--- config.mk ---
export PLATFORM = sky130hd
export DESIGN_NAME = shadow_register_vblank_commit
export DESIGN_NICKNAME = d
export VERILOG_FILES = /design/src/rtl/srvc_pkg.sv /design/src/rtl/srvc_ram.sv /design/src/rtl/srvc_merge.sv /design/src/rtl/shadow_register_vblank_commit.sv
export SDC_FILE = /design/constraint.sdc
export NUM_CORES = 1
export LEC_CHECK = 0
export ABC_AREA = 1
export BUFFER_PORTS_ARGS = -buffer_cell sky130_fd_sc_hd__buf_4
export CAP_MARGIN = 10
export CORE_MARGIN = 2
export CORE_UTILIZATION = 40
export CTS_CLUSTER_DIAMETER = 30
export DETAILED_ROUTE_END_ITERATION = 8
export HOLD_SLACK_MARGIN = 0.05
export PLACE_DENSITY = 0.61
export SKIP_CTS_REPAIR_TIMING = 1
export SLEW_MARGIN = 20
export SYNTH_ARGS = -nofsm -noshare
export SYNTH_HDL_FRONTEND = slang
export SYNTH_SLANG_ARGS = --single-unit
--- constraint.sdc ---
create_clock -name clk -period 6.8 [get_ports clk]
set_clock_uncertainty 0.1 [all_clocks]
set_input_delay 0.68 -clock clk [delete_from_list [all_inputs] [get_ports clk]]
set_output_delay 0.68 -clock clk [all_outputs]
set_load 0.05 [all_outputs]
--- src/rtl/srvc_pkg.sv ---
// Package for the shadow register bank with vertical-blank commit.
// Holds command and status codes, field widths and the flag struct.
// No dependencies.
package srvc_pkg;

    localparam int CMD_W    = 3;
    localparam int IDX_W    = 4;
    localparam int WORD_W   = 32;
    localparam int LINE_W   = 10;
    localparam int STATUS_W = 2;
    localparam int CNT_W    = 4;

    localparam int MAX_RESULTS = 15;
    localparam logic [IDX_W-1:0] HWIN_INDEX = 4'd9;
    localparam logic [IDX_W-1:0] VWIN_INDEX = 4'd10;

    typedef enum logic [CMD_W-1:0] {
        CMD_WRITE = 3'd0,
        CMD_BEGIN = 3'd1,
        CMD_END   = 3'd2,
        CMD_VBLANK = 3'd3,
        CMD_BLANK = 3'd4
    } cmd_t;

    typedef enum logic [STATUS_W-1:0] {
        ST_COMMIT    = 2'd0,
        ST_END_ERR   = 2'd1,
        ST_MASK_ERR  = 2'd2,
        ST_RANGE_ERR = 2'd3
    } status_t;

    typedef struct packed {
        logic mask_err;
        logic line_ok;
    } merge_flags_t;

endpackage

--- src/rtl/srvc_ram.sv ---
// Generic single-write, single-read RAM with registered read data.
// No dependencies.
module srvc_ram #(
    parameter int WIDTH = 32,
    parameter int DEPTH = 14,
    localparam int AW = (DEPTH > 1) ? $clog2(DEPTH) : 1
) (
    input  logic                 clk,
    input  logic                 we,
    input  logic [AW-1:0]        waddr,
    input  logic [WIDTH-1:0]     wdata,
    input  logic                 re,
    input  logic [AW-1:0]        raddr,
    output logic [WIDTH-1:0]     rdata
);

    logic [WIDTH-1:0] mem [DEPTH];

    always_ff @(posedge clk)
    begin
        if (we)
        begin
            mem[waddr] <= wdata;
        end
        if (re)
        begin
            rdata <= mem[raddr];
        end
    end

endmodule

--- src/rtl/srvc_merge.sv ---
// Merge and check unit: masked merge of a shadow word, mask check and
// commit-window compare of the current line. Depends on srvc_pkg.
module srvc_merge
    import srvc_pkg::*;
(
    input  logic [WORD_W-1:0] old_word,
    input  logic [WORD_W-1:0] write_mask,
    input  logic [WORD_W-1:0] write_value,
    input  logic [LINE_W-1:0] current_line,
    input  logic [LINE_W-1:0] vstart_line,
    output logic [WORD_W-1:0] merged,
    output merge_flags_t      flags
);

    logic [LINE_W-1:0] limit;
    logic [LINE_W-1:0] line_even;

    always_comb
    begin
        merged = (old_word & ~write_mask) | write_value;
        flags.mask_err = (write_value & ~write_mask) != '0;
        limit = (vstart_line < LINE_W'(4)) ? LINE_W'(2) : vstart_line - LINE_W'(2);
        line_even = {current_line[LINE_W-1:1], 1'b0};
        flags.line_ok = line_even < limit;
    end

endmodule

--- src/rtl/shadow_register_vblank_commit.sv ---
// Top level of the shadow register bank with vertical-blank commit.
// Depends on srvc_pkg, srvc_ram and srvc_merge.
//
// Commands arrive on the s_ channel, one item each; results leave on the
// m_ channel, one item per committed word, blank write or error, with
// m_tlast on the final result that a command causes.
// Begin, end, vblank, request blank and unused commands give no result
// when they start no commit; an unmatched end and a failed write each give
// one error result.
// A commit scans the shadow words one index per cycle while they hold no
// pending word, steps through an emit state for each pending word, where it
// waits while the output register is busy, then through the blank step.
// The scan counter and the single RAM read port set this pace.
// s_tready is high only while no command is in work; a finished result
// waits in the output register, so the next command may be taken while the
// last result is still held. When the receiver stalls, the sequencer waits
// before each result until the output register is free.
// After reset the bank reads as all zeros, nothing is pending, no group
// is open and no blank is requested.
module shadow_register_vblank_commit
    import srvc_pkg::*;
#(
    parameter int REG_COUNT = 14
) (
    input  logic        clk,
    input  logic        rst_n,
    input  logic        s_tvalid,
    output logic        s_tready,
    // reg_index [3:0], write_mask [35:4], write_value [67:36],
    // current_line [77:68], zero fill [79:78]
    input  logic [79:0] s_tdata,
    // cmd [2:0]
    input  logic [2:0]  s_tuser,
    output logic        m_tvalid,
    input  logic        m_tready,
    // out_index [3:0], out_value [35:4], zero fill [39:36]
    output logic [39:0] m_tdata,
    output logic        m_tlast,
    // status [1:0]
    output logic [1:0]  m_tuser
);

    localparam int AW = (REG_COUNT > 1) ? $clog2(REG_COUNT) : 1;
    localparam int SW = $clog2(REG_COUNT + 1);
    localparam logic [SW-1:0] SCAN_END = SW'(REG_COUNT);
    localparam logic [CNT_W-1:0] MAX_N = CNT_W'(MAX_RESULTS);

    typedef enum logic [2:0] {
        S_IDLE,
        S_MERGE,
        S_ERR,
        S_SCAN,
        S_EMIT,
        S_BLANK
    } state_t;

    state_t               state_reg;
    logic [IDX_W-1:0]     idx_reg;
    logic [WORD_W-1:0]    mask_reg;
    logic [WORD_W-1:0]    value_reg;
    logic [LINE_W-1:0]    line_reg;
    logic [REG_COUNT-1:0] pending_reg;
    logic [REG_COUNT-1:0] valid_reg;
    logic [7:0]           open_reg;
    logic                 blank_reg;
    logic [LINE_W-1:0]    cfl_reg;
    logic [SW-1:0]        scan_reg;
    logic [CNT_W-1:0]     n_reg;
    status_t              err_reg;
    logic                 m_valid_reg;
    logic [IDX_W-1:0]     m_index_reg;
    logic [WORD_W-1:0]    m_value_reg;
    logic                 m_last_reg;
    status_t              m_status_reg;

    logic                 in_accept;
    logic                 slot_free;
    logic                 m_load;
    cmd_t                 in_cmd;
    logic [IDX_W-1:0]     in_index;
    logic [LINE_W-1:0]    line_sel;
    logic [AW-1:0]        idx_addr;
    logic [AW-1:0]        scan_addr;
    logic                 idx_ok;
    logic                 ram_we;
    logic                 ram_re;
    logic [AW-1:0]        ram_raddr;
    logic [WORD_W-1:0]    ram_rdata;
    logic [WORD_W-1:0]    old_word;
    logic [WORD_W-1:0]    scan_word;
    logic [WORD_W-1:0]    merged;
    merge_flags_t         flags;
    logic                 above;

    assign in_accept = s_tvalid && s_tready;
    assign slot_free = !m_valid_reg || m_tready;
    assign m_load    = slot_free && ((state_reg == S_ERR) || (state_reg == S_EMIT)
                       || ((state_reg == S_BLANK) && blank_reg && (n_reg != MAX_N)));
    assign in_cmd    = cmd_t'(s_tuser);
    assign in_index  = s_tdata[3:0];
    assign line_sel  = (state_reg == S_IDLE) ? s_tdata[77:68] : line_reg;
    assign idx_addr  = idx_reg[AW-1:0];
    assign scan_addr = scan_reg[AW-1:0];
    assign idx_ok    = {1'b0, idx_reg} < 5'(REG_COUNT);
    assign old_word  = valid_reg[idx_addr] ? ram_rdata : '0;
    assign scan_word = valid_reg[scan_addr] ? ram_rdata : '0;
    assign ram_we    = (state_reg == S_MERGE) && idx_ok && !flags.mask_err;

    always_comb
    begin
        ram_re = 1'b0;
        ram_raddr = scan_addr;
        if (state_reg == S_IDLE)
        begin
            ram_re = in_accept && (in_cmd == CMD_WRITE);
            ram_raddr = in_index[AW-1:0];
        end
        else if (state_reg == S_SCAN)
        begin
            ram_re = (scan_reg != SCAN_END) && (n_reg != MAX_N) && pending_reg[scan_addr];
        end
    end

    always_comb
    begin
        above = 1'b0;
        for (int j = 0; j < REG_COUNT; j++)
        begin
            if ((SW'(j) > scan_reg) && pending_reg[j])
            begin
                above = 1'b1;
            end
        end
    end

    srvc_ram #(
        .WIDTH (WORD_W),
        .DEPTH (REG_COUNT)
    ) u_ram (
        .clk   (clk),
        .we    (ram_we),
        .waddr (idx_addr),
        .wdata (merged),
        .re    (ram_re),
        .raddr (ram_raddr),
        .rdata (ram_rdata)
    );

    srvc_merge u_merge (
        .old_word     (old_word),
        .write_mask   (mask_reg),
        .write_value  (value_reg),
        .current_line (line_sel),
        .vstart_line  (cfl_reg),
        .merged       (merged),
        .flags        (flags)
    );

    always_ff @(posedge clk or negedge rst_n)
    begin
        if (!rst_n)
        begin
            state_reg    <= S_IDLE;
            idx_reg      <= '0;
            mask_reg     <= '0;
            value_reg    <= '0;
            line_reg     <= '0;
            pending_reg  <= '0;
            valid_reg    <= '0;
            open_reg     <= '0;
            blank_reg    <= 1'b0;
            cfl_reg      <= '0;
            scan_reg     <= '0;
            n_reg        <= '0;
            err_reg      <= ST_COMMIT;
            m_valid_reg  <= 1'b0;
            m_index_reg  <= '0;
            m_value_reg  <= '0;
            m_last_reg   <= 1'b0;
            m_status_reg <= ST_COMMIT;
        end
        else
        begin
            if (m_valid_reg && m_tready && !m_load)
            begin
                m_valid_reg <= 1'b0;
            end
            case (state_reg)
                S_IDLE:
                begin
                    scan_reg <= '0;
                    n_reg <= '0;
                    if (in_accept)
                    begin
                        idx_reg   <= (in_cmd == CMD_END) ? '0 : in_index;
                        mask_reg  <= s_tdata[35:4];
                        value_reg <= s_tdata[67:36];
                        line_reg  <= s_tdata[77:68];
                        case (in_cmd)
                            CMD_WRITE:
                            begin
                                state_reg <= S_MERGE;
                            end
                            CMD_BEGIN:
                            begin
                                if (open_reg != 8'd255)
                                begin
                                    open_reg <= open_reg + 8'd1;
                                end
                            end
                            CMD_END:
                            begin
                                if (open_reg == 8'd0)
                                begin
                                    err_reg <= ST_END_ERR;
                                    state_reg <= S_ERR;
                                end
                                else
                                begin
                                    open_reg <= open_reg - 8'd1;
                                    if ((open_reg == 8'd1) && flags.line_ok)
                                    begin
                                        state_reg <= S_SCAN;
                                    end
                                end
                            end
                            CMD_VBLANK:
                            begin
                                if (open_reg == 8'd0)
                                begin
                                    state_reg <= S_SCAN;
                                end
                            end
                            CMD_BLANK:
                            begin
                                blank_reg <= 1'b1;
                            end
                            default:
                            begin
                            end
                        endcase
                    end
                end
                S_MERGE:
                begin
                    if (!idx_ok)
                    begin
                        err_reg <= ST_RANGE_ERR;
                        state_reg <= S_ERR;
                    end
                    else if (flags.mask_err)
                    begin
                        err_reg <= ST_MASK_ERR;
                        state_reg <= S_ERR;
                    end
                    else
                    begin
                        pending_reg[idx_addr] <= 1'b1;
                        valid_reg[idx_addr] <= 1'b1;
                        if ((open_reg == 8'd0) && flags.line_ok)
                        begin
                            state_reg <= S_SCAN;
                        end
                        else
                        begin
                            state_reg <= S_IDLE;
                        end
                    end
                end
                S_ERR:
                begin
                    if (slot_free)
                    begin
                        m_valid_reg  <= 1'b1;
                        m_index_reg  <= idx_reg;
                        m_value_reg  <= '0;
                        m_last_reg   <= 1'b1;
                        m_status_reg <= err_reg;
                        state_reg    <= S_IDLE;
                    end
                end
                S_SCAN:
                begin
                    if ((scan_reg == SCAN_END) || (n_reg == MAX_N))
                    begin
                        state_reg <= S_BLANK;
                    end
                    else if (pending_reg[scan_addr])
                    begin
                        state_reg <= S_EMIT;
                    end
                    else
                    begin
                        scan_reg <= scan_reg + SW'(1);
                    end
                end
                S_EMIT:
                begin
                    if (slot_free)
                    begin
                        m_valid_reg  <= 1'b1;
                        m_index_reg  <= IDX_W'(scan_addr);
                        m_value_reg  <= scan_word;
                        m_last_reg   <= (n_reg == MAX_N - CNT_W'(1)) || (!above && !blank_reg);
                        m_status_reg <= ST_COMMIT;
                        pending_reg[scan_addr] <= 1'b0;
                        if (IDX_W'(scan_addr) == VWIN_INDEX)
                        begin
                            cfl_reg <= scan_word[25:16];
                        end
                        n_reg     <= n_reg + CNT_W'(1);
                        scan_reg  <= scan_reg + SW'(1);
                        state_reg <= S_SCAN;
                    end
                end
                S_BLANK:
                begin
                    if (!blank_reg || (n_reg == MAX_N))
                    begin
                        state_reg <= S_IDLE;
                    end
                    else if (slot_free)
                    begin
                        m_valid_reg  <= 1'b1;
                        m_index_reg  <= HWIN_INDEX;
                        m_value_reg  <= '0;
                        m_last_reg   <= 1'b1;
                        m_status_reg <= ST_COMMIT;
                        blank_reg    <= 1'b0;
                        if (HWIN_INDEX == VWIN_INDEX)
                        begin
                            cfl_reg <= '0;
                        end
                        state_reg <= S_IDLE;
                    end
                end
                default:
                begin
                    state_reg <= S_IDLE;
                end
            endcase
        end
    end

    assign s_tready = (state_reg == S_IDLE);
    assign m_tvalid = m_valid_reg;
    assign m_tdata  = {4'b0, m_value_reg, m_index_reg};
    assign m_tlast  = m_last_reg;
    assign m_tuser  = m_status_reg;

endmodule

=== Word-level counts from Yosys, hierarchy flattened ===
Memory sizes are Yosys's and may differ from the RTL's. A register that Yosys moved wholly into a read port is not among the register bits.
Cells that the tools add are included.

* $add $sub $neg: 5
* Multiply operators: 0
* Divide/modulo/power cells: 0
* Magnitude comparators: 21
* Eq/ne operators: 36
* Shift-type cells: 0
* Muxes and demuxes: 93
* Bitwise logic cells: 9
* Reductions and logical operators: 66

{| class="wikitable"
|+ Operator list
! kind !! count
|-
| 32-bit 2-to-1 mux || 5
|-
| 32-bit one-hot mux with 3 select lines || 1
|-
| 32-bit bitwise AND || 2
|-
| 14-bit 2-to-1 mux || 3
|-
| 4-bit 2-to-1 mux || 10
|-
| 1-bit 2-to-1 mux || 33
|-
| 32-bit NOT || 1
|-
| 32-bit bitwise OR || 1
|-
| 32-bit nonzero test || 1
|-
| 1-bit logical AND || 30
|-
| 14-bit bitwise OR || 2
|-
| 14-bit one-hot mux with 2 select lines || 1
|-
| 3-bit 2-to-1 mux || 9
|-
| 4-bit greater-than comparator, first input constant || 6
|-
| 4-bit one-hot mux with 3 select lines || 2
|-
| 2-bit 2-to-1 mux || 11
|-
| 10-bit 2-to-1 mux || 2
|-
| 2-bit inequality test, second input constant || 10
|-
| 5-bit AND reduction || 4
|-
| 3-bit one-hot mux with 6 select lines || 1
|-
| 4-bit equality test, second input constant || 4
|-
| 3-bit by 4-bit greater-than comparator with 1-bit output, first input constant || 4
|-
| 8-bit 2-to-1 mux || 2
|-
| 8-bit one-hot mux with 2 select lines || 1
|-
| other kinds (44) || 84
|}

* Register bits after elaboration: 178
* Latch bits: 0
* Memory bits (writable): 448
* Memory bits (read-only): 0
* Bits of input ports: 87
* Output and inout port bits: 45
* Word-level logic and storage cells: 249
* Memories kept: 1

{| class="wikitable"
|+ Memories
! name !! words !! width !! rd ports !! clocked after Yosys merged registers in !! write ports !! line !! RTL
|-
| u_ram.mem || 14 || 32 || 1 || 1 || 1 || srvc_ram.sv:17 || <nowiki>logic [WIDTH-1:0] mem [DEPTH];</nowiki>
|}

=== Depth between registers and ports, before layout ===
Gate-level depths: netlist (run 1).

* Depth after elaboration: 21
* Gate-level depth with buffers: 18
* Mapped depth without buffers: 18

=== By module ===
A second synthesis (run 1) with hierarchy kept.

* Cell total of the unflattened synthesis: 3085
* Area, all modules: 29483.3 um2

{| class="wikitable"
|+ Modules (own cells, without submodules)
! module !! times used !! cells an instance !! area an instance (um2) !! seq. area each (um2)
|-
| srvc_ram || 1 || 1739 || 19720.2 || 14413.8
|-
| shadow_register_vblank_commit || 1 || 1147 || 8772.2 || 4454.3
|-
| srvc_merge || 1 || 199 || 991.0 || 0.0
|}

=== Worst setup path before layout (run 1) ===
OpenSTA, ideal clock, no wires.

* Kind: input to register
* From: input port s_tvalid
* To: register u_ram.rdata[0] (read register of u_ram.mem), enable pin
* Library setup time: 466 ps
* Arrival time: 3576 ps
* Required time: 6234 ps
* Slack: 2659 ps
* Stages on the path: 5
* Path buffers: 1
* Path through: inv_1 nor2_1 inv_1 clkbuf_1 o21ai_0

* Word-level cells in the longest chain between the ends: 3

{| class="wikitable"
|+ RTL lines
! item !! line !! RTL
|-
| start, declared || shadow_register_vblank_commit.sv:27 || <nowiki>input logic s_tvalid,</nowiki>
|-
| 1-bit logical AND || shadow_register_vblank_commit.sv:95 || <nowiki>assign in_accept = s_tvalid && s_tready;</nowiki>
|-
| 1-bit logical AND || shadow_register_vblank_commit.sv:115 || <nowiki>ram_re = in_accept && (in_cmd == CMD_WRITE);</nowiki>
|-
| 1-bit 2-to-1 mux || shadow_register_vblank_commit.sv:113 || <nowiki>if (state_reg == S_IDLE)</nowiki>
|-
| net ram_re || shadow_register_vblank_commit.sv:86 || <nowiki>logic ram_re;</nowiki>
|-
| end, declared || srvc_ram.sv:14 || <nowiki>output logic [WIDTH-1:0] rdata</nowiki>
|}

The timed path passes the listed nets, and every way through them passes these cells.
A chain may end at the register's enable or synchronous reset.

=== Final worst setup path (run 1) ===
* From: register state_reg[1]
* To: register u_ram.rdata[11] (read register of u_ram.mem) (data pin)

* Word-level cells in the longest chain between the ends: 4
* Elaborated cells between the ends (all ways): 7
* Those cells by class: 1 x eq/ne; 3 x mux; 3 x reduce/logical

{| class="wikitable"
|+ RTL lines
! item !! line !! RTL
|-
| start, declared || shadow_register_vblank_commit.sv:57 || <nowiki>state_t state_reg;</nowiki>
|-
| start signal, assigned || shadow_register_vblank_commit.sv:163 || <nowiki>state_reg <= S_IDLE;</nowiki>
|-
| start signal, assigned || shadow_register_vblank_commit.sv:202 || <nowiki>state_reg <= S_MERGE;</nowiki>
|-
| start signal, assigned || shadow_register_vblank_commit.sv:216 || <nowiki>state_reg <= S_ERR;</nowiki>
|-
| 3-bit logical NOT || shadow_register_vblank_commit.sv:113, shadow_register_vblank_commit.sv:345 ||
|-
| 1-bit logical AND || shadow_register_vblank_commit.sv:95 ||
|-
| 1-bit logical AND || shadow_register_vblank_commit.sv:115 ||
|-
| 1-bit 2-to-1 mux || shadow_register_vblank_commit.sv:113 ||
|}

Several ways; a longest one is shown, not always the timed one.

==> results.md, run 1 <==
- Status: finished clean
- Worst setup EP type: register
- Hpwl dp: 41000 um
- Non-filler cells, final: 3807
- I/O pins: 132
- CTS tree: built
- Clock-pin slew on the worst setup and hold paths: 0.05 ns
- DRT antenna net count: 0
- EDFF count, synth: between 400 and 500
- Critical Path RT: 7.11 ns
- Die extent in x: 270 um
- First-pass GRT wire length: 116000 um
- Worst Hold Class: input port to async pin
- Synth Flop Type: edfxtp_1
- Final setup fails: 0
- VDD IR max: 261 uV
- Final period util: 62.9%
- Syn_area_per_cell: 10.8 um^2
- CP arrival: 4.58 ns
- Share of flip-flops with an asynchronous set or reset: 26.9%
- Max incr delay on CP: 0.86 ns
- Vias: ~20000
- Critical path, cell by cell: nor2_1 -> nand2_1 -> nand2_2 -> nand2_8 -> inv_6 -> buf_12 -> nand2_1 -> o211ai_2 -> o211ai_1 -> nand3_1 -> nand2_1
- Netlist cell types: 48
- TNS Setup: 0 ns
- Slew Limit Headroom: between 20% and 30%
- Die area: 72700 um^2
- RePlAce Congestion: 0.882
- # port buffers: 124
- Synth Warn #: 0
- DR WL/cell: roughly 20 um
- Ranking of synthesized cells by area: edfxtp_1 (51%), dfrtp_1 (16%), nand2_1 (6.7%), o21ai_0 (6.0%), nand3_1 (3.4%)
- Skew-Pair Late Insertion Delay: 0.67 ns
- Max-slew violation count: 0
- DRC Markers: 0
- CP dominant cell by count: nand2_1
- Core area: 69900 um^2
- Power Density: ~450 nW/um^2
- Initial core utilization: 40.4%
- Max reg flops: 448
- Routed wire length: approximately 76000 um
- TritonCTS Sinks: around 660
- CP Buf/Inv Count: 2
- TritonRoute pass-1 iters: 6
- Initial antenna violation count: 1
- Yosys reg bits: 657
- Sequential area share after synthesis: 66.8%
- TritonCTS Buffers: 116
- Root buf cell: clkbuf_16
- Crit path time final: 4.28 ns
- Nets: 2869
- GR Util All Layers: 20.5%
- Max-cap violations: 0
- Largest delay share family, worst path: simple AND/OR/NAND/NOR gates
- Largest area contributor in the netlist: edfxtp_1
- Cell Area, Synth: about 28000 um^2
- Gr ovfl total: 0
- Cells after DPL: 3582
- Gate Count Post-Synth: 2616
- RSZ-0062 raised after global routing: false
- Share of layout cells above drive strength 1: 14.9%
- Area delta synth->final: 22.1%
- Die extent in y: around 270 um
- Crit path launch: state_reg[1]$_DFFE_PN0P_
- Crit start category: register
- Post-synth top area share: 51.1%
- Commonest non-fill, non-tap cell in the layout: nand2_1
- Num rows: 97
- Most flops, register: u_ram.mem
- Total power draw: 15400 uW
- Lkg Pwr: 0.0138 uW
- Initial drt markers: 1989
- Final hold violation count: 0
- Most frequent cells in the layout: nand2_1 (506), edfxtp_1 (480), o21ai_0 (335)
- Vias per inst: 5.36
- # H-tree levels: 3
- Critical path class: register to register
- Critical Path Slowest Stage Cell: inv_6
- Filler cells: 6214
- Least-Margin Pin Slew: 1.13 ns
- Max clock buf depth: 3
- Worst Path Max Fanout: 119
- Vias in the first global route: 19800
- Reg2Reg Launch Point: state_reg[1]$_DFFE_PN0P_
- Max frequency: 234 MHz
- Largest net degree at the start of global routing: 120
where the power goes:
group	switching (uW)	internal (uW)	total, uW
Clock	2060	4240	6300
Sequential	214	5080	5300
Combinational	2790	1060	3850
Total	5060	10400	15400
cell usage after synthesis, types with 5 or more instances:
cell,instances
nand2_1,506
edfxtp_1,480
o21ai_0,341
inv_1,235
nand3_1,189
dfrtp_1,177
nor2_1,167
o21ai_1,99
o211ai_1,78
buf_2,69
o21bai_1,50
clkbuf_1,46
a21oi_1,30
ha_1,20
o22ai_1,20
buf_4,12
inv_2,11
or2_2,9
xor2_1,9
o211ai_2,7
buf_6,6
nand4_1,6
nor3_1,6
a211oi_1,5
per-stage QoR:
step | utilization [%] | hold WS, ns | cell area [um^2] | setup slack (ns)
2_1_floorplan | - | 0.284 | 28200 | 2.66
3_3_place_gp | 43.0 | 0.354 | 30100 | 2.67
3_5_place_dp | 43.0 | 0.362 | 30100 | 2.58
4_1_cts | 49.2 | 0.0671 | 34400 | 2.51
5_1_grt | 49.3 | 0.117 | 34500 | 2.16
6_report | 49.3 | 0.0299 | 34500 | 2.52
cell type report:
type | count | area [um^2] | area share, %
diodes | 1 | 2.50 | 0.00726
clock buffers | 139 | 3110 | 9.03
clock inverters | 83 | 1250 | 3.62
inverters | 250 | 945 | 2.74
multi-input cells | 1573 | 7890 | 22.9
flip-flops and latches | 657 | 18800 | 54.7
well taps | 940 | 1180 | 3.41
repair buffers | 164 | 1250 | 3.63
worst register-to-register path, delay by kind of cell (launching register included):
| kind | cells | cell delay [ns] |
|---|---|---|
| AND/OR/NAND/NOR | 7 | 1.86 |
| AO/OA/AOI/OAI | 2 | 0.23 |
| buffers and inverters | 2 | 1.41 |
| flip-flops | 1 | 0.42 |
final timing paths:
path / endpoint / slack [ns] / cells past startpoint
max: u_ram.rdata[11]$_DFFE_PP_ / 2.52 / 11
min: m_tuser[1]$_DFFE_PN0P_ / 0.03 / 1
max reg2reg: u_ram.rdata[11]$_DFFE_PP_ / 2.52 / 11
min reg2reg: valid_reg[5]$_DFFE_PN0P_ / 0.37 / 2
max in group asynchronous: value_reg[10]$_DFFE_PN0P_ / 5.23 / 2
min in group clk: value_reg[0]$_DFFE_PN0P_ / 0.11 / 3
logic make-up (layout without fill, tap and decap cells):
group	count (synthesis)	count (layout)	share of synthesized area, %
flops	657	657	66.8
fa+ha+maj	20	20	0.887
xor+xnor	10	10	0.310
simple gates	897	897	13.2
compound gates	642	642	13.0
buf+inv	389	636	5.82
other cells	1	5	0.0133
layer usage:
metal | up-vias | wire (um) | GRT usage (%)
li1 | 9393 | - | -
met1 | 10100 | 32000 | 27.3
met2 | 795 | 36300 | 33.7
met3 | 147 | 5710 | 3.85
met4 | 0 | 1950 | 7.59
met5 | - | 0 | 0
(Power assumes the default switching activity.)
==> run 2: changes to the inputs <==
Clock period 6.8 ns to 4.1 ns, I/O delays scaled along.
==> results.md, run 2 (synthesized netlist as in run 1, its figures left out) <==
- RePlAce Congestion: 0.888 (+0.74%)
- Num rows: 97 (unchanged)
- Part of the power in combinational logic: 26.4% (+1.5 points)
- Least-Margin Pin Slew: 1.17 ns (+0.0389 ns)
- Most frequent cells in the layout: nand2_1 (506), edfxtp_1 (480), o21ai_0 (339)
- Largest net degree at the start of global routing: 100 (-17%)
- Share of layout cells above drive strength 1: 15.2% (+0.38 points)
- NetSw: 8550 uW (+69%)
- Critical path, cell by cell: inv_1 -> o21ai_0 -> nor2_1 -> nand2_1 -> nor2_1 -> nand4_1 -> buf_4 -> inv_1 -> nand2_1 -> clkinv_1 -> buf_4
- Die extent in x: 270 um (unchanged)
- Slew Limit Headroom: 22.1% (-2.6 points)
- Clock power frac: 38.5% (-2.3 points)
- Skew-Pair Late Insertion Delay: 0.67 ns (about the same)
- TritonRoute pass-1 iters: 5 (-1)
- Initial antenna violation count: 1 (unchanged)
- DRT antenna net count: 0 (unchanged)
- Crit path time final: 3.28 ns (-0.997 ns)
- Vias: 20700 (+1.3%)
- DRC Markers: 0 (unchanged)
- Area delta synth->final: 24.4%
- Placed Area: 30300 um^2 (+0.71%)
- # H-tree levels: 3 (unchanged)
- First-pass GRT wire length: 117000 um (+0.88%)
- Critical path class: register to register
- TritonCTS Sinks: 657 (unchanged)
- Gr ovfl total: 0 (unchanged)
- Final hold violation count: 0 (unchanged)
- Vias per inst: 5.30 (-1.1%)
- CP arrival: 3.45 ns (-1.13 ns)
- Worst Path Max Fanout: 32 (-73%)
- TNS Setup: 0 ns (unchanged)
- Core area: 69900 um^2 (unchanged)
- Die area: 72700 um^2 (unchanged)
- RSZ-0062 raised after global routing: false
- Routed wire length: 76700 um (+1.0%)
- Crit start category: register
- GR Util All Layers: 20.7% (+0.13 points)
- I/O pins: 132 (unchanged)
- Status: finished clean
- Clock-pin slew on the worst setup and hold paths: 0.05 ns (about the same)
- Final non-filler cell area: 35100 um^2 (+1.8%)
- Max clock buf depth: 3 (unchanged)
- Critical Path Slowest Stage Cell: buf_4
- Root buf cell: clkbuf_16
- Int Power: 16500 uW (+59%)
- CTS tree: built
- Max incr delay on CP: 0.50 ns (-0.36 ns)
- Nets: 2963 (+3.3%)
- # port buffers: 124 (unchanged)
- TritonCTS Buffers: 115 (-0.86%)
- VDD IR max: 350 uV (+34%)
- Max-slew violation count: 0 (unchanged)
- Die extent in y: 270 um (unchanged)
- Final core utilization: 50.2% (+0.90 points)
- Worst setup EP type: register
- DR WL/cell: 19.7 um (-1.4%)
- Most flops, register: u_ram.mem
- Critical Path RT: 4.27 ns (-2.84 ns)
- Max reg flops: 448 (unchanged)
- Vias in the first global route: 19900 (+0.53%)
- Switching part of the total: 34.2% (+1.4 points)
- Lkg Pwr: 0.0141 uW (+2.1%)
- Hpwl dp: 42700 um (+4.2%)
- Power Density: 713 nW/um^2 (+59%)
- Max frequency: 305 MHz (+30%)
- Final period util: 80.0% (+17 points)
- Final setup fails: 0 (unchanged)
- Worst Hold Class: input port to register
- Seq pwr share: 35.1% (+0.8 points)
- Initial drt markers: 2083 (+4.7%)
- Initial core utilization: 40.4% (unchanged)
- Commonest non-fill, non-tap cell in the layout: nand2_1
- Max-cap violations: 0 (unchanged)
run 2: changes by cell type in the layout (fill, tap and decap cells not counted), sizes merged:
| cell | previous run | this run |
|---|---|---|
| clkbuf | 141 | 132 |
| clkinv | 40 | 43 |
| inv | 255 | 271 |
| bufinv | 25 | 10 |
| buf | 162 | 182 |
| clkinvlp | 13 | 14 |
| dlygate4sd3 | 0 | 77 |
run 2: critical path: cells and delay by family, from the launching register on:
kind	cells	cell delay, ns
buffers and inverters	5	1.21
AND/OR/NAND/NOR	5	1.04
flip-flops	1	0.35
AO/OA/AOI/OAI	1	0.15
run 2: power by group through the flow:
stage | clock network, uW | registers [uW] | logic, uW
floorplan | 0 | 8900 | 4390
CTS | 9750 | 8770 | 6520
global placement | 0 | 8870 | 6300
global route | 10100 | 8840 | 7380
detailed placement | 0 | 8890 | 6490
finish | 9620 | 8780 | 6610
run 2: final timing paths:
check	from	to	slack, ns	depth (start not counted)
worst max-delay path	value_reg[9]$_DFFE_PN0P_	u_ram.mem[6][18]$_DFFE_PP_	0.82	11
worst min-delay path	s_tdata[3]	idx_addr[3]$_DFFE_PN0P_	0.05	3
worst max register to register	value_reg[9]$_DFFE_PN0P_	u_ram.mem[6][18]$_DFFE_PP_	0.82	11
worst min register to register	valid_reg[5]$_DFFE_PN0P_	valid_reg[5]$_DFFE_PN0P_	0.37	2
max in group asynchronous	rst_n	m_value_reg[4]$_DFFE_PN0P_	2.46	3
min in group asynchronous	rst_n	open_reg[6]$_DFFE_PN0P_	0.35	2
run 2: metal layers:
metal,track usage (%),part of all wire [%]
met1,28.5,43
met2,33.6,47
met3,3.38,7.8
met4,6.48,2.1
met5,0,0
run 2: stage by stage:
step	total power (uW)	instances	setup WS [ns]	hold WS, ns
after global placement	15200	3602	0.884	0.348
after global routing	26300	3899	0.578	0.0503
after detailed placement	15400	3602	0.839	0.360
final	25000	3900	0.819	0.0477
after CTS	25000	3822	0.798	-0.202
after floorplan	13300	2619	0.858	0.0144
run 2: final cells by class:
cell class	count	area, um^2
Fill cell	6071	34800
Tap cell	940	1180
Antenna cell	1	2.50
Sequential cell	657	18800
Timing Repair Buffer	259	2230
Clock buffer	132	3090
Inverter	250	945
Clock inverter	88	930
Multi-Input combinational cell	1573	7880
